### config.mk
export PLATFORM = sky130hd
export DESIGN_NAME = isotp_rx_reassembler_flat
export DESIGN_NICKNAME = d
export VERILOG_FILES = /design/src/rtl/core/isotp_rx_pkg.sv /design/src/rtl/core/isotp_rx_if.sv /design/src/rtl/core/isotp_rx_cfg.sv /design/src/rtl/core/isotp_rx_ctrl.sv /design/src/rtl/core/isotp_rx_dpath.sv /design/src/rtl/core/isotp_rx_reassembler.sv /design/src/flat_wrapper.sv
export SDC_FILE = /design/constraint.sdc
export NUM_CORES = 1
export LEC_CHECK = 0
export CAP_MARGIN = 15
export CORE_UTILIZATION = 58
export DETAILED_ROUTE_END_ITERATION = 8
export DONT_BUFFER_PORTS = 1
export PLACE_DENSITY_LB_ADDON = 0.25
export SLEW_MARGIN = 20
export SYNTH_ARGS = -nofsm -noshare
export SYNTH_HDL_FRONTEND = slang
export SYNTH_HIERARCHICAL = 1
export SYNTH_SLANG_ARGS = --single-unit
### constraint.sdc
create_clock -name clk -period 4.75 [get_ports clk]
set_clock_uncertainty 0.2 [all_clocks]
set_input_delay 0.95 -clock clk [delete_from_list [all_inputs] [get_ports clk]]
set_output_delay 0.95 -clock clk [all_outputs]
set_load 0.01 [all_outputs]
### src/rtl/core/isotp_rx_pkg.sv
`default_nettype none

package isotp_rx_pkg;

	localparam int MAX_MESSAGE_BYTES = 4095;

	localparam int ID_W  = 29;
	localparam int LEN_W = 12;
	localparam int TMO_W = 16;
	localparam int ADDR_W = 5;
	localparam int DATA_W = 32;

	// result kinds
	localparam logic [1:0] KIND_BYTE = 2'd0;
	localparam logic [1:0] KIND_FC   = 2'd1;
	localparam logic [1:0] KIND_DONE = 2'd2;
	localparam logic [1:0] KIND_ERR  = 2'd3;

	// status codes
	localparam logic [2:0] ST_OK       = 3'd0;
	localparam logic [2:0] ST_TIMEOUT  = 3'd1;
	localparam logic [2:0] ST_BAD_ID   = 3'd2;
	localparam logic [2:0] ST_BAD_LEN  = 3'd3;
	localparam logic [2:0] ST_NO_SPACE = 3'd4;
	localparam logic [2:0] ST_BAD_TYPE = 3'd5;
	localparam logic [2:0] ST_SEQUENCE = 3'd6;

	// PCI frame types (upper nibble of byte 0)
	localparam logic [3:0] PCI_SF = 4'h0;
	localparam logic [3:0] PCI_FF = 4'h1;
	localparam logic [3:0] PCI_CF = 4'h2;

	localparam int SF_MAX_LEN    = 7;
	localparam int FF_MIN_LEN    = 8;
	localparam int FF_DATA_BYTES = 6;
	localparam int CF_DATA_BYTES = 7;

	// register indexes (byte address / 4)
	localparam logic [2:0] REG_RX_MASK  = 3'd0;
	localparam logic [2:0] REG_TX_ID    = 3'd1;
	localparam logic [2:0] REG_CAPACITY = 3'd2;
	localparam logic [2:0] REG_BLK_SIZE = 3'd3;
	localparam logic [2:0] REG_ST_MIN   = 3'd4;
	localparam logic [2:0] REG_TIMEOUT  = 3'd5;

	localparam logic [ID_W-1:0]  RST_RX_MASK  = '0;
	localparam logic [ID_W-1:0]  RST_TX_ID    = '0;
	localparam logic [LEN_W-1:0] RST_CAPACITY = 12'd4095;
	localparam logic [3:0]       RST_BLK_SIZE = 4'd8;
	localparam logic [7:0]       RST_ST_MIN   = 8'd10;
	localparam logic [TMO_W-1:0] RST_TIMEOUT  = 16'd1000;

	typedef struct packed {
		logic [ID_W-1:0]  rx_mask;
		logic [ID_W-1:0]  tx_id;
		logic [LEN_W-1:0] capacity;
		logic [3:0]       blk_size;
		logic [7:0]       st_min;
		logic [TMO_W-1:0] timeout;
	} cfg_t;

	typedef struct packed {
		logic            req_type;
		logic [ID_W-1:0] frame_id;
		logic [7:0]      byte0;
		logic [7:0]      byte1;
		logic [7:0]      byte2;
		logic [7:0]      byte3;
		logic [7:0]      byte4;
		logic [7:0]      byte5;
		logic [7:0]      byte6;
		logic [7:0]      byte7;
	} req_t;

	typedef struct packed {
		logic [1:0]       kind;
		logic [7:0]       payload_byte;
		logic [LEN_W-1:0] byte_offset;
		logic [ID_W-1:0]  fc_id;
		logic [3:0]       fc_block_size;
		logic [7:0]       fc_separation;
		logic [2:0]       status;
		logic [LEN_W-1:0] message_length;
		logic             last;
	} res_t;

	// controller -> datapath
	typedef struct packed {
		logic capture;
		logic decode;
		logic load_byte;
		logic load_tail;
		logic last;
	} ctrl_cmd_t;

	// datapath -> controller
	typedef struct packed {
		logic work;       // a result still to go
		logic bytes_left; // next result is a payload byte
		logic closing;    // next result is the last one
	} dp_stat_t;

endpackage

`default_nettype wire

### src/rtl/core/isotp_rx_if.sv
`default_nettype none

interface isotp_rx_in_if;
	logic        valid;
	logic        ready;
	logic        req_type;
	logic [28:0] frame_id;
	logic [7:0]  byte0;
	logic [7:0]  byte1;
	logic [7:0]  byte2;
	logic [7:0]  byte3;
	logic [7:0]  byte4;
	logic [7:0]  byte5;
	logic [7:0]  byte6;
	logic [7:0]  byte7;

	modport source (
		output valid, req_type, frame_id, byte0, byte1, byte2, byte3,
		byte4, byte5, byte6, byte7,
		input  ready
	);
	modport sink (
		input  valid, req_type, frame_id, byte0, byte1, byte2, byte3,
		byte4, byte5, byte6, byte7,
		output ready
	);
endinterface

interface isotp_rx_out_if;
	logic        valid;
	logic        ready;
	logic [1:0]  kind;
	logic [7:0]  payload_byte;
	logic [11:0] byte_offset;
	logic [28:0] fc_id;
	logic [3:0]  fc_block_size;
	logic [7:0]  fc_separation;
	logic [2:0]  status;
	logic [11:0] message_length;
	logic        last;

	modport source (
		output valid, kind, payload_byte, byte_offset, fc_id, fc_block_size,
		fc_separation, status, message_length, last,
		input  ready
	);
	modport sink (
		input  valid, kind, payload_byte, byte_offset, fc_id, fc_block_size,
		fc_separation, status, message_length, last,
		output ready
	);
endinterface

`default_nettype wire

### src/rtl/core/isotp_rx_cfg.sv
`default_nettype none

module isotp_rx_cfg (
	input  wire                                   clk,
	input  wire                                   arst_n,
	input  wire                                   psel,
	input  wire                                   penable,
	input  wire                                   pwrite,
	input  wire  [isotp_rx_pkg::ADDR_W-1:0]       paddr,
	input  wire  [isotp_rx_pkg::DATA_W-1:0]       pwdata,
	output logic [isotp_rx_pkg::DATA_W-1:0]       prdata,
	output isotp_rx_pkg::cfg_t                    cfg
);
	import isotp_rx_pkg::*;

	cfg_t       cfg_q;
	logic [2:0] idx;
	logic       wr;

	assign idx = paddr[ADDR_W-1:2];
	assign wr  = psel && penable && pwrite;
	assign cfg = cfg_q;

	always_ff @(posedge clk or negedge arst_n) begin
		if (!arst_n) begin
			cfg_q.rx_mask  <= RST_RX_MASK;
			cfg_q.tx_id    <= RST_TX_ID;
			cfg_q.capacity <= RST_CAPACITY;
			cfg_q.blk_size <= RST_BLK_SIZE;
			cfg_q.st_min   <= RST_ST_MIN;
			cfg_q.timeout  <= RST_TIMEOUT;
		end else if (wr) begin
			case (idx)
				REG_RX_MASK:  cfg_q.rx_mask  <= pwdata[ID_W-1:0];
				REG_TX_ID:    cfg_q.tx_id    <= pwdata[ID_W-1:0];
				REG_CAPACITY: cfg_q.capacity <= pwdata[LEN_W-1:0];
				REG_BLK_SIZE: cfg_q.blk_size <= pwdata[3:0];
				REG_ST_MIN:   cfg_q.st_min   <= pwdata[7:0];
				REG_TIMEOUT:  cfg_q.timeout  <= pwdata[TMO_W-1:0];
				default: ;
			endcase
		end
	end

	always_comb begin
		prdata = '0;
		case (idx)
			REG_RX_MASK:  prdata = DATA_W'(cfg_q.rx_mask);
			REG_TX_ID:    prdata = DATA_W'(cfg_q.tx_id);
			REG_CAPACITY: prdata = DATA_W'(cfg_q.capacity);
			REG_BLK_SIZE: prdata = DATA_W'(cfg_q.blk_size);
			REG_ST_MIN:   prdata = DATA_W'(cfg_q.st_min);
			REG_TIMEOUT:  prdata = DATA_W'(cfg_q.timeout);
			default:      prdata = '0;
		endcase
	end

endmodule

`default_nettype wire

### src/rtl/core/isotp_rx_ctrl.sv
`default_nettype none

module isotp_rx_ctrl (
	input  wire                      clk,
	input  wire                      arst_n,
	input  wire                      in_valid,
	output logic                     in_ready,
	output logic                     out_valid,
	input  wire                      out_ready,
	input  isotp_rx_pkg::dp_stat_t   stat,
	output isotp_rx_pkg::ctrl_cmd_t  cmd
);
	import isotp_rx_pkg::*;

	typedef enum logic [1:0] {
		S_IDLE,
		S_DECODE,
		S_EMIT
	} state_t;

	state_t state_q;
	logic   out_valid_q;
	logic   slot_free;
	logic   load;

	assign slot_free = !out_valid_q || out_ready;
	assign in_ready  = (state_q == S_IDLE);
	assign out_valid = out_valid_q;
	assign load      = (state_q == S_EMIT) && stat.work && slot_free;

	always_comb begin
		cmd           = '0;
		cmd.capture   = in_ready && in_valid;
		cmd.decode    = (state_q == S_DECODE);
		cmd.load_byte = load && stat.bytes_left;
		cmd.load_tail = load && !stat.bytes_left;
		cmd.last      = stat.closing;
	end

	always_ff @(posedge clk or negedge arst_n) begin
		if (!arst_n) begin
			state_q     <= S_IDLE;
			out_valid_q <= 1'b0;
		end else begin
			if (load)
				out_valid_q <= 1'b1;
			else if (out_ready)
				out_valid_q <= 1'b0;

			case (state_q)
				S_IDLE: begin
					if (in_valid)
						state_q <= S_DECODE;
				end
				S_DECODE: begin
					state_q <= S_EMIT;
				end
				S_EMIT: begin
					if (!stat.work || (load && stat.closing))
						state_q <= S_IDLE;
				end
				default: state_q <= S_IDLE;
			endcase
		end
	end

endmodule

`default_nettype wire

### src/rtl/core/isotp_rx_dpath.sv
`default_nettype none

module isotp_rx_dpath (
	input  wire                      clk,
	input  wire                      arst_n,
	input  isotp_rx_pkg::cfg_t       cfg,
	input  isotp_rx_pkg::req_t       req,
	input  isotp_rx_pkg::ctrl_cmd_t  cmd,
	output isotp_rx_pkg::dp_stat_t   stat,
	output isotp_rx_pkg::res_t       res
);
	import isotp_rx_pkg::*;

	// captured frame
	logic            tick_q;
	logic [ID_W-1:0] id_q;
	logic [7:0]      data_q [8];

	// protocol state
	logic             rcv_q;
	logic [3:0]       seq_q;
	logic [LEN_W-1:0] rem_q;
	logic [LEN_W-1:0] total_q;
	logic [LEN_W-1:0] off_q;
	logic [TMO_W-1:0] elapsed_q;

	// emission plan
	logic [2:0]       cnt_q;
	logic [2:0]       idx_q;
	logic             tail_q;
	logic [1:0]       tkind_q;
	logic [2:0]       tstat_q;
	logic [3:0]       tbs_q;
	logic [LEN_W-1:0] tlen_q;

	res_t res_q;
	res_t n_res;

	// decode results
	logic             n_rcv;
	logic [3:0]       n_seq;
	logic [LEN_W-1:0] n_rem;
	logic [LEN_W-1:0] n_total;
	logic [TMO_W-1:0] n_elapsed;
	logic             n_off_clr;
	logic [2:0]       n_cnt;
	logic [2:0]       n_idx;
	logic             n_tail;
	logic [1:0]       n_tkind;
	logic [2:0]       n_tstat;
	logic [3:0]       n_tbs;
	logic [LEN_W-1:0] n_tlen;

	logic [3:0]       pci_type;
	logic [3:0]       pci_lo;
	logic [LEN_W-1:0] limit;
	logic [LEN_W-1:0] ff_len;
	logic [2:0]       cf_n;
	logic [LEN_W-1:0] cf_rem;
	logic [3:0]       cf_seq;
	logic [LEN_W:0]   cf_rem6;
	logic             blk_end;
	logic [3:0]       want;

	assign pci_type = data_q[0][7:4];
	assign pci_lo   = data_q[0][3:0];
	assign limit    = (cfg.capacity < LEN_W'(MAX_MESSAGE_BYTES)) ?
	                  cfg.capacity : LEN_W'(MAX_MESSAGE_BYTES);
	assign ff_len   = {pci_lo, data_q[1]};
	assign cf_n     = (rem_q < LEN_W'(CF_DATA_BYTES)) ? rem_q[2:0] : 3'(CF_DATA_BYTES);
	assign cf_rem   = rem_q - {{(LEN_W-3){1'b0}}, cf_n};
	assign cf_seq   = seq_q + 4'd1;
	assign cf_rem6  = {1'b0, cf_rem} + (LEN_W+1)'(CF_DATA_BYTES - 1);

	// new sequence number lands on a multiple of the block size
	always_comb begin
		blk_end = 1'b0;
		for (int k = 0; k < 16; k++) begin
			if (({4'b0, 4'(k)} * {4'b0, cfg.blk_size}) == {4'b0, cf_seq})
				blk_end = 1'b1;
		end
		if (cfg.blk_size == 4'd0)
			blk_end = 1'b0;
	end

	// min(block size, ceil(remaining / 7)) without a divider
	always_comb begin
		want = 4'd0;
		for (int k = 1; k < 16; k++) begin
			if ((4'(k) <= cfg.blk_size) && ((LEN_W+1)'(CF_DATA_BYTES * k) <= cf_rem6))
				want = 4'(k);
		end
	end

	always_comb begin
		n_rcv     = rcv_q;
		n_seq     = seq_q;
		n_rem     = rem_q;
		n_total   = total_q;
		n_elapsed = elapsed_q;
		n_off_clr = 1'b0;
		n_cnt     = 3'd0;
		n_idx     = 3'd1;
		n_tail    = 1'b0;
		n_tkind   = KIND_ERR;
		n_tstat   = ST_OK;
		n_tbs     = 4'd0;
		n_tlen    = '0;

		if (tick_q) begin
			if (rcv_q) begin
				if (({1'b0, elapsed_q} + (TMO_W+1)'(1)) > {1'b0, cfg.timeout}) begin
					n_tail  = 1'b1;
					n_tstat = ST_TIMEOUT;
				end else begin
					n_elapsed = elapsed_q + TMO_W'(1);
				end
			end
		end else if (!rcv_q) begin
			if ((id_q & cfg.rx_mask) != cfg.rx_mask) begin
				n_tail  = 1'b1;
				n_tstat = ST_BAD_ID;
			end else if (pci_type == PCI_SF) begin
				if ((pci_lo == 4'd0) || (pci_lo > 4'(SF_MAX_LEN))) begin
					n_tail  = 1'b1;
					n_tstat = ST_BAD_LEN;
				end else if ({{(LEN_W-4){1'b0}}, pci_lo} > limit) begin
					n_tail  = 1'b1;
					n_tstat = ST_NO_SPACE;
				end else begin
					n_off_clr = 1'b1;
					n_cnt     = pci_lo[2:0];
					n_idx     = 3'd1;
					n_tail    = 1'b1;
					n_tkind   = KIND_DONE;
					n_tlen    = {{(LEN_W-4){1'b0}}, pci_lo};
				end
			end else if (pci_type == PCI_FF) begin
				if ((ff_len < LEN_W'(FF_MIN_LEN)) || (ff_len > limit)) begin
					n_tail  = 1'b1;
					n_tstat = ST_BAD_LEN;
				end else begin
					n_off_clr = 1'b1;
					n_cnt     = 3'(FF_DATA_BYTES);
					n_idx     = 3'd2;
					n_tail    = 1'b1;
					n_tkind   = KIND_FC;
					n_tbs     = cfg.blk_size;
					n_rcv     = 1'b1;
					n_seq     = 4'd1;
					n_total   = ff_len;
					n_rem     = ff_len - LEN_W'(FF_DATA_BYTES);
					n_elapsed = '0;
				end
			end else begin
				n_tail  = 1'b1;
				n_tstat = ST_BAD_TYPE;
			end
		end else begin
			if (pci_type != PCI_CF) begin
				n_tail  = 1'b1;
				n_tstat = ST_BAD_TYPE;
			end else if (pci_lo != seq_q) begin
				n_tail  = 1'b1;
				n_tstat = ST_SEQUENCE;
			end else begin
				n_cnt = cf_n;
				n_idx = 3'd1;
				n_rem = cf_rem;
				n_seq = cf_seq;
				if (cf_rem == '0) begin
					n_tail  = 1'b1;
					n_tkind = KIND_DONE;
					n_tlen  = total_q;
				end else if (blk_end) begin
					n_tail  = 1'b1;
					n_tkind = KIND_FC;
					n_tbs   = want;
				end
			end
		end

		// done and error both drop back to idle
		if (n_tail && (n_tkind != KIND_FC)) begin
			n_rcv     = 1'b0;
			n_seq     = 4'd0;
			n_rem     = '0;
			n_total   = '0;
			n_elapsed = '0;
		end
	end

	// next result: a payload byte, or the closing flow control / done / error
	always_comb begin
		n_res = '0;
		if (cmd.load_byte) begin
			n_res.kind         = KIND_BYTE;
			n_res.payload_byte = data_q[idx_q];
			n_res.byte_offset  = off_q;
			n_res.last         = cmd.last;
		end else begin
			n_res.kind           = tkind_q;
			n_res.fc_id          = (tkind_q == KIND_FC) ? cfg.tx_id : '0;
			n_res.fc_block_size  = tbs_q;
			n_res.fc_separation  = (tkind_q == KIND_FC) ? cfg.st_min : 8'd0;
			n_res.status         = tstat_q;
			n_res.message_length = tlen_q;
			n_res.last           = 1'b1;
		end
	end

	assign stat.work       = (cnt_q != 3'd0) || tail_q;
	assign stat.bytes_left = (cnt_q != 3'd0);
	assign stat.closing    = ((cnt_q == 3'd1) && !tail_q) || ((cnt_q == 3'd0) && tail_q);
	assign res             = res_q;

	always_ff @(posedge clk) begin
		if (cmd.capture) begin
			tick_q    <= req.req_type;
			id_q      <= req.frame_id;
			data_q[0] <= req.byte0;
			data_q[1] <= req.byte1;
			data_q[2] <= req.byte2;
			data_q[3] <= req.byte3;
			data_q[4] <= req.byte4;
			data_q[5] <= req.byte5;
			data_q[6] <= req.byte6;
			data_q[7] <= req.byte7;
		end
		if (cmd.decode) begin
			idx_q   <= n_idx;
			tkind_q <= n_tkind;
			tstat_q <= n_tstat;
			tbs_q   <= n_tbs;
			tlen_q  <= n_tlen;
		end else if (cmd.load_byte) begin
			idx_q <= idx_q + 3'd1;
		end
		if (cmd.load_byte || cmd.load_tail)
			res_q <= n_res;
	end

	always_ff @(posedge clk or negedge arst_n) begin
		if (!arst_n) begin
			rcv_q     <= 1'b0;
			seq_q     <= 4'd0;
			rem_q     <= '0;
			total_q   <= '0;
			off_q     <= '0;
			elapsed_q <= '0;
			cnt_q     <= 3'd0;
			tail_q    <= 1'b0;
		end else begin
			if (cmd.decode) begin
				rcv_q     <= n_rcv;
				seq_q     <= n_seq;
				rem_q     <= n_rem;
				total_q   <= n_total;
				elapsed_q <= n_elapsed;
				cnt_q     <= n_cnt;
				tail_q    <= n_tail;
				if (n_off_clr)
					off_q <= '0;
			end else begin
				if (cmd.load_byte) begin
					cnt_q <= cnt_q - 3'd1;
					off_q <= off_q + LEN_W'(1);
				end
				if (cmd.load_tail)
					tail_q <= 1'b0;
			end
		end
	end

endmodule

`default_nettype wire

### src/rtl/core/isotp_rx_reassembler.sv
// Channel  | Dir | Handshake      | Beat
// ---------+-----+----------------+-------------------------------------------
// req      | in  | valid / ready  | one CAN frame or one millisecond tick
// res      | out | valid / ready  | one result: byte, flow control, done, error
// apb      | in  | psel / penable | register write or read, pready tied high
//
// An input beat is accepted, then decoded, then emits its results one per
// free output slot; a beat with no result still passes through the emit state.
// The single output register paces the result stream.
// arst_n clears control state and loads register reset values; frame and
// result payload registers carry no reset. A stalled res channel holds the
// controller in its emit state; req.ready is high only while idle, and the
// next frame may be taken while the last result still sits in the output.
`default_nettype none

module isotp_rx_reassembler (
	input  wire                                clk,
	input  wire                                arst_n,
	isotp_rx_in_if.sink                        req,
	isotp_rx_out_if.source                     res,
	input  wire                                psel,
	input  wire                                penable,
	input  wire                                pwrite,
	input  wire  [isotp_rx_pkg::ADDR_W-1:0]    paddr,
	input  wire  [isotp_rx_pkg::DATA_W-1:0]    pwdata,
	output logic [isotp_rx_pkg::DATA_W-1:0]    prdata,
	output logic                               pready
);
	import isotp_rx_pkg::*;

	cfg_t      cfg;
	req_t      req_pl;
	res_t      res_pl;
	ctrl_cmd_t cmd;
	dp_stat_t  stat;

	assign pready = 1'b1;

	// flatten the request beat for the datapath capture registers
	assign req_pl.req_type = req.req_type;
	assign req_pl.frame_id = req.frame_id;
	assign req_pl.byte0    = req.byte0;
	assign req_pl.byte1    = req.byte1;
	assign req_pl.byte2    = req.byte2;
	assign req_pl.byte3    = req.byte3;
	assign req_pl.byte4    = req.byte4;
	assign req_pl.byte5    = req.byte5;
	assign req_pl.byte6    = req.byte6;
	assign req_pl.byte7    = req.byte7;

	// result register fans straight out to the res channel
	assign res.kind           = res_pl.kind;
	assign res.payload_byte   = res_pl.payload_byte;
	assign res.byte_offset    = res_pl.byte_offset;
	assign res.fc_id          = res_pl.fc_id;
	assign res.fc_block_size  = res_pl.fc_block_size;
	assign res.fc_separation  = res_pl.fc_separation;
	assign res.status         = res_pl.status;
	assign res.message_length = res_pl.message_length;
	assign res.last           = res_pl.last;

	// register bank: receive mask, transmit id, capacity, block size,
	// STmin, timeout at byte addresses 0x00..0x14
	isotp_rx_cfg u_cfg (
		.clk     (clk),
		.arst_n  (arst_n),
		.psel    (psel),
		.penable (penable),
		.pwrite  (pwrite),
		.paddr   (paddr),
		.pwdata  (pwdata),
		.prdata  (prdata),
		.cfg     (cfg)
	);

	// sequencer: idle -> decode -> emit one result per free output slot
	isotp_rx_ctrl u_ctrl (
		.clk       (clk),
		.arst_n    (arst_n),
		.in_valid  (req.valid),
		.in_ready  (req.ready),
		.out_valid (res.valid),
		.out_ready (res.ready),
		.stat      (stat),
		.cmd       (cmd)
	);

	// frame capture, protocol state, emission plan and output register
	isotp_rx_dpath u_dpath (
		.clk    (clk),
		.arst_n (arst_n),
		.cfg    (cfg),
		.req    (req_pl),
		.cmd    (cmd),
		.stat   (stat),
		.res    (res_pl)
	);

endmodule

`default_nettype wire
### src/flat_wrapper.sv
// flat-port wrapper written by rule: the top's interface ports become plain ports
module isotp_rx_reassembler_flat import isotp_rx_pkg::*;
  (clk, arst_n, psel, penable, pwrite, paddr, pwdata, prdata, pready, req_valid, req_req_type, req_frame_id, req_byte0, req_byte1, req_byte2, req_byte3, req_byte4, req_byte5, req_byte6, req_byte7, req_ready, res_valid, res_kind, res_payload_byte, res_byte_offset, res_fc_id, res_fc_block_size, res_fc_separation, res_status, res_message_length, res_last, res_ready);
  isotp_rx_in_if req_i ();
  isotp_rx_out_if res_i ();
  input  wire clk;
  input  wire arst_n;
  input  wire psel;
  input  wire penable;
  input  wire pwrite;
  input  wire  [isotp_rx_pkg::ADDR_W-1:0] paddr;
  input  wire  [isotp_rx_pkg::DATA_W-1:0] pwdata;
  output logic [isotp_rx_pkg::DATA_W-1:0] prdata;
  output logic pready;
  input wire logic [$bits(req_i.valid)-1:0] req_valid;
  input wire logic [$bits(req_i.req_type)-1:0] req_req_type;
  input wire logic [$bits(req_i.frame_id)-1:0] req_frame_id;
  input wire logic [$bits(req_i.byte0)-1:0] req_byte0;
  input wire logic [$bits(req_i.byte1)-1:0] req_byte1;
  input wire logic [$bits(req_i.byte2)-1:0] req_byte2;
  input wire logic [$bits(req_i.byte3)-1:0] req_byte3;
  input wire logic [$bits(req_i.byte4)-1:0] req_byte4;
  input wire logic [$bits(req_i.byte5)-1:0] req_byte5;
  input wire logic [$bits(req_i.byte6)-1:0] req_byte6;
  input wire logic [$bits(req_i.byte7)-1:0] req_byte7;
  output wire logic [$bits(req_i.ready)-1:0] req_ready;
  output wire logic [$bits(res_i.valid)-1:0] res_valid;
  output wire logic [$bits(res_i.kind)-1:0] res_kind;
  output wire logic [$bits(res_i.payload_byte)-1:0] res_payload_byte;
  output wire logic [$bits(res_i.byte_offset)-1:0] res_byte_offset;
  output wire logic [$bits(res_i.fc_id)-1:0] res_fc_id;
  output wire logic [$bits(res_i.fc_block_size)-1:0] res_fc_block_size;
  output wire logic [$bits(res_i.fc_separation)-1:0] res_fc_separation;
  output wire logic [$bits(res_i.status)-1:0] res_status;
  output wire logic [$bits(res_i.message_length)-1:0] res_message_length;
  output wire logic [$bits(res_i.last)-1:0] res_last;
  input wire logic [$bits(res_i.ready)-1:0] res_ready;
  assign req_i.valid = req_valid;
  assign req_i.req_type = req_req_type;
  assign req_i.frame_id = req_frame_id;
  assign req_i.byte0 = req_byte0;
  assign req_i.byte1 = req_byte1;
  assign req_i.byte2 = req_byte2;
  assign req_i.byte3 = req_byte3;
  assign req_i.byte4 = req_byte4;
  assign req_i.byte5 = req_byte5;
  assign req_i.byte6 = req_byte6;
  assign req_i.byte7 = req_byte7;
  assign req_ready = req_i.ready;
  assign res_valid = res_i.valid;
  assign res_kind = res_i.kind;
  assign res_payload_byte = res_i.payload_byte;
  assign res_byte_offset = res_i.byte_offset;
  assign res_fc_id = res_i.fc_id;
  assign res_fc_block_size = res_i.fc_block_size;
  assign res_fc_separation = res_i.fc_separation;
  assign res_status = res_i.status;
  assign res_message_length = res_i.message_length;
  assign res_last = res_i.last;
  assign res_i.ready = res_ready;
  isotp_rx_reassembler u_core (.clk(clk), .arst_n(arst_n), .req(req_i), .res(res_i), .psel(psel), .penable(penable), .pwrite(pwrite), .paddr(paddr), .pwdata(pwdata), .prdata(prdata), .pready(pready));
endmodule
==> results of run 1 <==
[timing repair]
action	in CTS	in global routing
hold endpoints to repair	141	0
setup buffers	0	2
setup endpoints to repair	1	15
pin swaps	1	2
resized for setup	3	12
hold buffers	1	0
[final cells by class]
class | count | area, sq um | share of cell area
clock inverters | 25 | 239 | 0.0109
repair buffers | 83 | 688 | 0.0313
multi-input cells | 1160 | 9110 | 0.414
clock buffers | 44 | 1020 | 0.0462
flip-flops and latches | 359 | 10000 | 0.454
well taps | 448 | 561 | 0.0255
diodes | 7 | 17.5 | 0.000796
inverters | 98 | 368 | 0.0167
[sequential cells by signal (all words and copies together), names as in the netlist, 3 cells and up]
| register | flops |
|---|---|
| u_core/u_dpath/idx_q | 3 |
| u_core/u_dpath/res | 79 |
| u_core/u_dpath/tstat_q | 3 |
| u_core/u_dpath/elapsed_q | 16 |
| u_core/u_dpath/data_q | 64 |
| u_core/u_dpath/off_q | 12 |
| u_core/u_dpath/seq_q | 4 |
| u_core/u_dpath/total_q | 12 |
| u_core/u_dpath/id_q | 29 |
| u_core/u_dpath/tbs_q | 4 |
| u_core/u_cfg/cfg | 98 |
| u_core/u_dpath/tlen_q | 12 |
| u_core/u_dpath/rem_q | 12 |
| u_core/u_dpath/cnt_q | 3 |
[cell usage in the layout, fill, tap and decap left out, types with 9 or more instances in the layout]
cell type and instances:
a211oi_1 10, a21o_1 10, a21oi_1 58, a22o_1 20
a31oi_1 12, and2_1 64, and3_1 13, buf_4 78
clkbuf_16 40, clkinv_2 9, dfrtp_1 141, dfstp_2 21
edfxtp_1 197, fa_1 11, ha_1 89, inv_1 96
mux2_1 10, mux2_2 80, mux2_4 10, mux2i_1 56
mux4_2 16, nand2_1 97, nand2b_1 24, nand3_1 36
nand4_1 14, nor2_1 85, nor2b_1 47, nor3_1 26
nor4_1 9, o21a_1 11, o21ai_0 81, o22ai_1 18
o31ai_1 11, xnor2_1 44, xor2_1 32
[logic make-up (layout without fill, tap and decap cells)]
| logic type | count (synthesis) | in the layout |
|---|---|---|
| simple gates | 484 | 484 |
| flops | 359 | 359 |
| compound gates | 320 | 320 |
| buf+inv | 182 | 250 |
| mux | 172 | 172 |
| fa+ha+maj | 103 | 103 |
| xor+xnor | 77 | 77 |
| other cells | 2 | 11 |
[worst reg2reg max path, delay by kind of cell, from the launching register on]
family | cells | cell delay (ns)
flip-flops | 1 | 0.38
AND/OR/NAND/NOR | 9 | 2.06
buffers and inverters | 1 | 0.08
adder cells (fa/ha/maj) | 1 | 0.29
AO/OA/AOI/OAI | 6 | 1.39
[power breakdown]
part           switching (W)  internal (W)
Sequential          0.000677       0.00424
Clock                0.00125       0.00176
Combinational        0.00355       0.00259
Total                0.00548       0.00859
[how the worst max path moves through the flow]
stage / endpoint / from / cells after the start / slack [ns]
floorplan: u_core/u_dpath/tbs_q[0]$_SDFFCE_PP0P_ / u_core/u_dpath/rem_q[8]$_DFFE_PN0P_ / 20 / 0.03
global placement: u_core/u_dpath/tbs_q[0]$_SDFFCE_PP0P_ / u_core/u_dpath/rem_q[8]$_DFFE_PN0P_ / 17 / 0.06
detailed placement: u_core/u_dpath/tbs_q[0]$_SDFFCE_PP0P_ / u_core/u_dpath/rem_q[8]$_DFFE_PN0P_ / 17 / -0.03
CTS: u_core/u_dpath/tbs_q[0]$_SDFFCE_PP0P_ / u_core/u_dpath/rem_q[8]$_DFFE_PN0P_ / 17 / 0.02
global route: u_core/u_dpath/tbs_q[0]$_SDFFCE_PP0P_ / u_core/u_dpath/rem_q[8]$_DFFE_PN0P_ / 17 / -0.13
finish: u_core/u_dpath/tbs_q[0]$_SDFFCE_PP0P_ / u_core/u_dpath/rem_q[8]$_DFFE_PN0P_ / 17 / 0.08
[through the flow]
| step | instance area [sq um] | total power, W |
|---|---|---|
| detailed placement | 20600 | 0.0108 |
| CTS | 21900 | 0.0139 |
| floorplan | 19800 | 0.00884 |
| global route | 22000 | 0.0148 |
| global placement | 20600 | 0.0106 |
| finish | 22000 | 0.0141 |
[metal layers]
metal | vias up | wire length, um
met3 | 102 | 3460
met1 | 6824 | 20300
li1 | 6260 | -
met5 | - | 13
met2 | 500 | 24600
met4 | 2 | 1800
==> impl_metrics.toml, run 1 <==
[run_status]
status = "completed"

[place]
io_buffers = 0
placedCellCount = 2144
gp_congestion = 0.934
dpl_worst_slack_ns = -0.0257
dpl.hpwl_um = 34800

[setup_path]
critPathKind = "flip-flop to flip-flop"
end_kind = "flip-flop"
cp.arrival_ns = 4.75
rr_startpoint = "u_core/u_dpath/rem_q[8]$_DFFE_PN0P_"
cp_top_family = "simple AND/OR/NAND/NOR gates"
crit_chain = "or4_4 > nor3_4 > nand3_2 > nand2b_4 > inv_1 > ha_4 > nor2b_1 > and4_1 > or3_4 > nor4_4 > o2111ai_4 > a2111o_1 > a31o_1 > a2111oi_2 > a2111oi_1 > o21ai_1 > nand2_1"
slowest_delay_ns = 0.57
cp_data_required_time_ns = 4.83
cp_max_fo = 4
crit_buf_inv = 1
slowest_stage = "or4_4"
r2r_end = "u_core/u_dpath/tbs_q[0]$_SDFFCE_PP0P_"
startpoint_type = "flip-flop"
reg2reg_depth = 17
r2r_slack_ns = 0.08

[synth]
synth_xor_area_frac = 0.0344
synthMuxAreaShare = 0.105
yosys.cell_types.count = 97
synth-adder-area-share = 0.0693
synth-compound-area-share = 0.111
syn-cell-area_sq_um = 19800
ys_seq_elements = 359
avgSynthCellArea_sq_um = 11.7
synth_top_family_by_area = "simple AND/OR/NAND/NOR gates"
ys_seq_area_frac = 0.505
yosys_warnings = 6
synth_edf_count = 197
yosys-top-cells-count = "edfxtp_1 (197), dfrtp_1 (141), inv_1 (97), nand2_1 (97), ha_1 (92)"
yosysMostFrequentCell = "edfxtp_1"
synth_top_area_share = 0.299
ys.flop_type = "edfxtp_1"
synth_top_cell_by_area = "edfxtp_1"
yosys.area_share.simple = 0.134
synthArstFlopShare = 0.451
syn_inst = 1699
synth_area_leaders = "edfxtp_1 (30%), dfrtp_1 (18%), ha_1 (5.8%), mux2_2 (4.6%), mux2i_1 (2.8%)"

[drt]
drt_iter0_drc = 1253
drc = 0
routedWlPerCell_um = 22.5
postRouteWirelength_um = 50100
final_antenna_net_count = 0
vias = 13700
vias_per_cell = 6.15
first_pass_iters = 6

[grt]
met1_usage = 0.368
grt_max_degree = 142
met3_usage = 0.0591
antenna_found_initial = 8
busiest_layer = "met2"
grt_pass1_wl_um = 77200
groute.usage.overall = 0.285
grtUsageMet2 = 0.468
first_global_vias = 13600
gr-total-overflow = 0

[sta]
fin_crit_sh = 0.983
clock.fmax_ghz = 0.214
rsz0062_at_grt = "true"
final.setup.tns_ns = 0
finalHoldViolCount = 0
maxSlewViolCount = 0
setup_viol = 0
relSlewSlack = 0.241
worstMarginPinSlew_ns = 1.14
hold_ws_ns = 0.0665
setup_slack_ns = 0.0815
fin_crit_ns = 4.67

[pwr]
power_density_nw_per_um2 = 640
power_leakage_nw = 9.00
irDropWorstVdd_mv = 0.560

[clock_tree]
cts_max_path_buffers = 3
numCtsBuffers = 38
htreeDepth = 2
cts-root-buf = "clkbuf_16"
clk_pin_slew_ns = 0.07
cts_sinks = 359
insertion_delay_ns = 0.54
tritoncts = "yes"

[floorplan]
fp.dieH_um = 187
ios = 252
num_rows = 67
die-area_sq_um = 34900
core_area_sq_um = 33500
start_util = 0.590
dieWidth_um = 187

[run]
maxCapViolCount = 0

[cells_and_area]
syn2layout_area_growth_pct = 11.1
fin_util = 0.656
final_cells = 2224
fillers = 2561
drive_gt1_frac = 0.185
final_nets = 1981

[hold_path]
hp-class = "input pin to async pin"
Power figures use the tool's default switching activity.
==> run 2: changes to the inputs <==
--- a/config.mk
+++ b/config.mk
@@ -6,7 +6,8 @@
 export NUM_CORES = 1
 export LEC_CHECK = 0
 export CAP_MARGIN = 15
-export CORE_UTILIZATION = 58
+export CORE_UTILIZATION = 60
+export CTS_BUF_LIST = sky130_fd_sc_hd__clkbuf_8
 export DETAILED_ROUTE_END_ITERATION = 8
 export DONT_BUFFER_PORTS = 1
 export PLACE_DENSITY_LB_ADDON = 0.25
==> impl_metrics.toml, run 2 (synthesized netlist as in run 1, its figures left out) <==
[clock_tree]
cts_sinks = 359
cts-root-buf = "clkbuf_8"
tritoncts = "yes"
cts_max_path_buffers = 3
htreeDepth = 2
clk_pin_slew_ns = 0.06
numCtsBuffers = 56
insertion_delay_ns = 0.64

[pwr]
irDropWorstVdd_mv = 0.364
power_density_nw_per_um2 = 630
power_leakage_nw = 9.06

[setup_path]
cp_data_required_time_ns = 4.93
cp_max_fo = 5
rr_startpoint = "u_core/u_dpath/rem_q[8]$_DFFE_PN0P_"
slowest_stage = "or4_4"
critPathKind = "flip-flop to flip-flop"
cp.arrival_ns = 4.82
crit_start = "u_core/u_dpath/rem_q[8]$_DFFE_PN0P_"
end_kind = "flip-flop"
slowest_delay_ns = 0.56
startpoint_type = "flip-flop"
crit_chain = "or4_4 > nor3_4 > nand3_2 > nand2b_4 > inv_2 > ha_4 > nor2b_1 > and4_1 > or3_4 > nor4_4 > o2111ai_4 > a2111o_1 > a31o_1 > a2111oi_4 > a2111oi_2 > o21ai_1 > nand2_1"

[place]
dpl_worst_slack_ns = 0.0428
dpl.hpwl_um = 34000
gp_congestion = 0.899
io_buffers = 0

[grt]
grt_pass1_wl_um = 74600
grt_max_degree = 163
groute.usage.overall = 0.286
gr-total-overflow = 0
first_global_vias = 13400
antenna_found_initial = 1

[drt]
postRouteWirelength_um = 48300
drt_iter0_drc = 998
vias = 13600
final_antenna_net_count = 0
routedWlPerCell_um = 21.4
vias_per_cell = 6.05
drc = 0
first_pass_iters = 5

[sta]
maxSlewViolCount = 0
setup_viol = 0
relSlewSlack = 0.266
final.setup.tns_ns = 0
fin_crit_sh = 0.977
clock.fmax_ghz = 0.216
finalHoldViolCount = 0
rsz0062_at_grt = "true"
setup_slack_ns = 0.111
fin_crit_ns = 4.64
worstMarginPinSlew_ns = 1.10
hold_ws_ns = 0.0919

[cells_and_area]
final_cell_mix = "edfxtp_1 (197), dfrtp_1 (140), inv_1 (121)"
mostFrequentLayoutCell = "edfxtp_1"
drive_gt1_frac = 0.199
fillers = 2442
largest_register_ffs = 98
syn2layout_area_growth_pct = 10.6
final_nets = 2000

[floorplan]
num_rows = 66
start_util = 0.609
core_area_sq_um = 32500
fp.dieH_um = 184
dieWidth_um = 184
die-area_sq_um = 33700
ios = 252

[hold_path]
hp-class = "input pin to async pin"

[run_status]
status = "completed"

[run]
maxCapViolCount = 0
run 2: changes by cell type in the layout (fill, tap and decap cells not counted), moves of 3 or more:
cell / change
clkbuf_1: -4
diode_2: -6
a21oi_1: -3
inv_1: +25
a21oi_2: +3
inv_6: -3
clkbuf_16: -40
clkbuf_8: +61
clkinv_1: -3
run 2: report_power, final:
group	leakage (nW)	internal [W]	switching [W]	total, W
registers	3.90	0.00424	0.000670	0.00491
logic	4.49	0.00272	0.00363	0.00635
clock network	0.670	0.00131	0.00123	0.00253
total	9.06	0.00827	0.00553	0.0138
run 2: worst max-delay path: cells and delay by family (launching register included):
family / cells / cell delay [ns]
compound gates: 6 / 1.33
simple gates: 9 / 2.11
buf+inv: 1 / 0.06
flops: 1 / 0.38
fa+ha+maj: 1 / 0.30
run 2: layer usage:
layer	GRT usage	up-vias	share of wire
met5	0	-	0
met4	0.0910	0	0.025
met3	0.0626	81	0.064
met2	0.474	484	0.49
met1	0.376	6724	0.42
li1	-	6314	-
run 2: cell type report:
type	instances	area, sq um	share of cell area
clock inverters	45	275	0.0126
inverters	98	368	0.0168
diodes	1	2.50	0.000114
flip-flops and latches	359	10000	0.456
well taps	442	553	0.0253
clock buffers	61	840	0.0383
multi-input cells	1160	9180	0.419
repair buffers	84	683	0.0312
run 2: through the flow:
step,total power [W],utilization,instance area (sq um),std cells
after floorplan,0.00884,-,19800,1701
after global placement,0.0107,0.632,20600,2138
after detailed placement,0.0108,0.632,20600,2138
after CTS,0.0134,0.667,21700,2245
after global routing,0.0146,0.673,21900,2250
final,0.0138,0.673,21900,2250
run 2: final timing paths:
kind,end,cells past startpoint,slack [ns]
min in group clk,u_core/u_dpath/id_q[8]$_DFFE_PP_,0,0.21
min reg2reg,u_core/u_dpath/total_q[9]$_DFFE_PN0P_,1,0.30
max in group asynchronous,u_core/u_dpath/rcv_q$_DFFE_PN0P_,1,3.54
max,u_core/u_dpath/tbs_q[0]$_SDFFCE_PP0P_,17,0.11
min,u_core/u_cfg/cfg[56]$_DFFE_PN0P_,1,0.09
max reg2reg,u_core/u_dpath/tbs_q[0]$_SDFFCE_PP0P_,17,0.11
run 2: timing repair:
action	CTS	global route
hold buffers	1	0
buffers inserted	0	3
gates resized for setup	0	30
setup endpoints to repair	0	34
endpoints found under the hold margin	162	0
==> run 3: changes to the inputs <==
--- a/config.mk
+++ b/config.mk
@@ -6,7 +6,7 @@
 export NUM_CORES = 1
 export LEC_CHECK = 0
 export CAP_MARGIN = 15
-export CORE_UTILIZATION = 60
+export CORE_UTILIZATION = 30
 export CTS_BUF_LIST = sky130_fd_sc_hd__clkbuf_8
 export DETAILED_ROUTE_END_ITERATION = 8
 export DONT_BUFFER_PORTS = 1
==> impl_metrics.toml, run 3 (synthesized netlist as in run 1, its figures left out) <==
[cells_and_area]
fillers = 6400
largest_register_ffs = 98
final_nets = 2045
drive_gt1_frac = 0.221
syn2layout_area_growth_pct = 16.2
mostFrequentLayoutCell = "edfxtp_1"
design_area_sq_um = 23000
final_cell_mix = "edfxtp_1 (197), dfrtp_1 (141), inv_1 (118)"

[sta]
setup_viol = 0
fin_crit_ns = 4.60
clock.fmax_ghz = 0.217
rsz0062_at_grt = "true"
relSlewSlack = 0.254
maxSlewViolCount = 0
setup_slack_ns = 0.149
finalHoldViolCount = 0
fin_crit_sh = 0.969
worstMarginPinSlew_ns = 1.12

[setup_path]
crit_start = "u_core/u_dpath/rem_q[6]$_DFFE_PN0P_"
cp_max_fo = 4
critPathKind = "flip-flop to flip-flop"
cp_data_required_time_ns = 4.90
cp.arrival_ns = 4.76
r2r_slack_ns = 0.15
end_kind = "flip-flop"
startpoint_type = "flip-flop"
rr_startpoint = "u_core/u_dpath/rem_q[6]$_DFFE_PN0P_"

[drt]
vias = 13700
vias_per_cell = 5.05
postRouteWirelength_um = 56900
first_pass_iters = 5
routedWlPerCell_um = 21.0
final_antenna_net_count = 0
drc = 0
drt_iter0_drc = 870

[grt]
first_global_vias = 13900
grt_pass1_wl_um = 85400
antenna_found_initial = 5
groute.usage.overall = 0.167
grt_max_degree = 163
gr-total-overflow = 0

[pwr]
irDropWorstVdd_mv = 0.316
power_leakage_nw = 9.38
power_density_nw_per_um2 = 651
power_w = 0.0150

[run]
maxCapViolCount = 0

[floorplan]
fp.dieH_um = 259
ios = 252
dieWidth_um = 259
num_rows = 93
start_util = 0.305
die-area_sq_um = 67000
core_area_sq_um = 64800

[clock_tree]
numCtsBuffers = 68
cts-root-buf = "clkbuf_8"
insertion_delay_ns = 0.67
clk_pin_slew_ns = 0.06
cts_sinks = 359
htreeDepth = 3
tritoncts = "yes"
cts_max_path_buffers = 3

[place]
dpl.hpwl_um = 41200
placed_area_sq_um = 21300
gp_congestion = 0.872
io_buffers = 0
dpl_worst_slack_ns = -0.0239

[run_status]
status = "completed"

[hold_path]
hp-class = "input pin to async pin"
==> run 3: cell count changes in the layout (fill, tap and decap cells not counted), moves of 2 or more <==
cell | previous run | this run
inv_1 | 121 | 118
nor2_2 | 4 | 2
nor4_2 | 2 | 0
nor2_1 | 85 | 87
bufinv_16 | 2 | 7
clkinv_2 | 10 | 7
clkbuf_8 | 61 | 75
buf_4 | 80 | 114
==> run 3: critical path, stage by stage (launching register included) <==
cell and delay (ns):
dfrtp_1 0.38, or4_4 0.56, nor3_4 0.20, nand3_2 0.14
nand2b_4 0.12, inv_4 0.04, ha_4 0.29, nor2b_4 0.04
and4_1 0.19, or3_4 0.40, nor4_4 0.31, o2111ai_4 0.19
a2111o_1 0.34, a31o_1 0.25, a2111oi_4 0.31, a2111oi_2 0.06
o21ai_1 0.16, nand2_1 0.10
==> run 3: layout make-up <==
class | count | area, sq um | share of cell area
well taps | 855 | 1070 | 0.0465
repair buffers | 117 | 915 | 0.0397
clock inverters | 48 | 438 | 0.0190
flip-flops and latches | 359 | 10000 | 0.434
multi-input cells | 1160 | 9190 | 0.399
clock buffers | 75 | 1030 | 0.0449
inverters | 98 | 370 | 0.0161
diodes | 2 | 5.00 | 0.000217
==> run 3: path summary, 6_finish.rpt <==
check	endpoint	cells past startpoint
hold reg to reg	u_core/u_dpath/total_q[3]$_DFFE_PN0P_	1
setup reg to reg	u_core/u_dpath/tbs_q[0]$_SDFFCE_PP0P_	17
max in group asynchronous	u_core/u_ctrl/out_valid$_DFFE_PN0P_	1
setup / recovery	u_core/u_dpath/tbs_q[0]$_SDFFCE_PP0P_	17
min in group clk	u_core/u_dpath/data_q[0][1]$_DFFE_PP_	0
hold / removal	u_core/u_cfg/cfg[48]$_DFFE_PN0P_	1
==> run 3: timing repair <==
item	in CTS	in global routing
resized for setup	4	29
pin swaps	1	15
endpoints found under the hold margin	162	0
setup buffers	1	5
hold buffers	1	0
endpoints found under the setup margin	1	37
==> run 3: per-layer routing <==
layer,vias up,routed length [um],share of wire,global-route usage
li1,6403,-,-,-
met1,6887,24900,0.44,0.214
met2,318,28000,0.49,0.279
met3,88,2380,0.042,0.0314
met4,0,1560,0.027,0.0607
met5,-,0,0,0
==> run 3: metrics by stage <==
stage	std cells	setup TNS, ns	util	hold WS (ns)
2_1_floorplan	1701	0	-	0.265
5_1_grt	2714	-0.130	0.355	0.128
4_1_cts	2707	0	0.352	0.113
3_3_place_gp	2582	0	0.329	0.284
6_report	2714	0	0.355	0.102
3_5_place_dp	2582	-0.0239	0.329	0.291
==> run 3: report_power, final <==
group	switching (W)	internal [W]	total [W]	leakage (nW)
Combinational	0.00381	0.00299	0.00681	4.64
Clock	0.00141	0.00186	0.00327	0.829
Sequential	0.000670	0.00424	0.00491	3.90
Total	0.00589	0.00909	0.0150	9.38
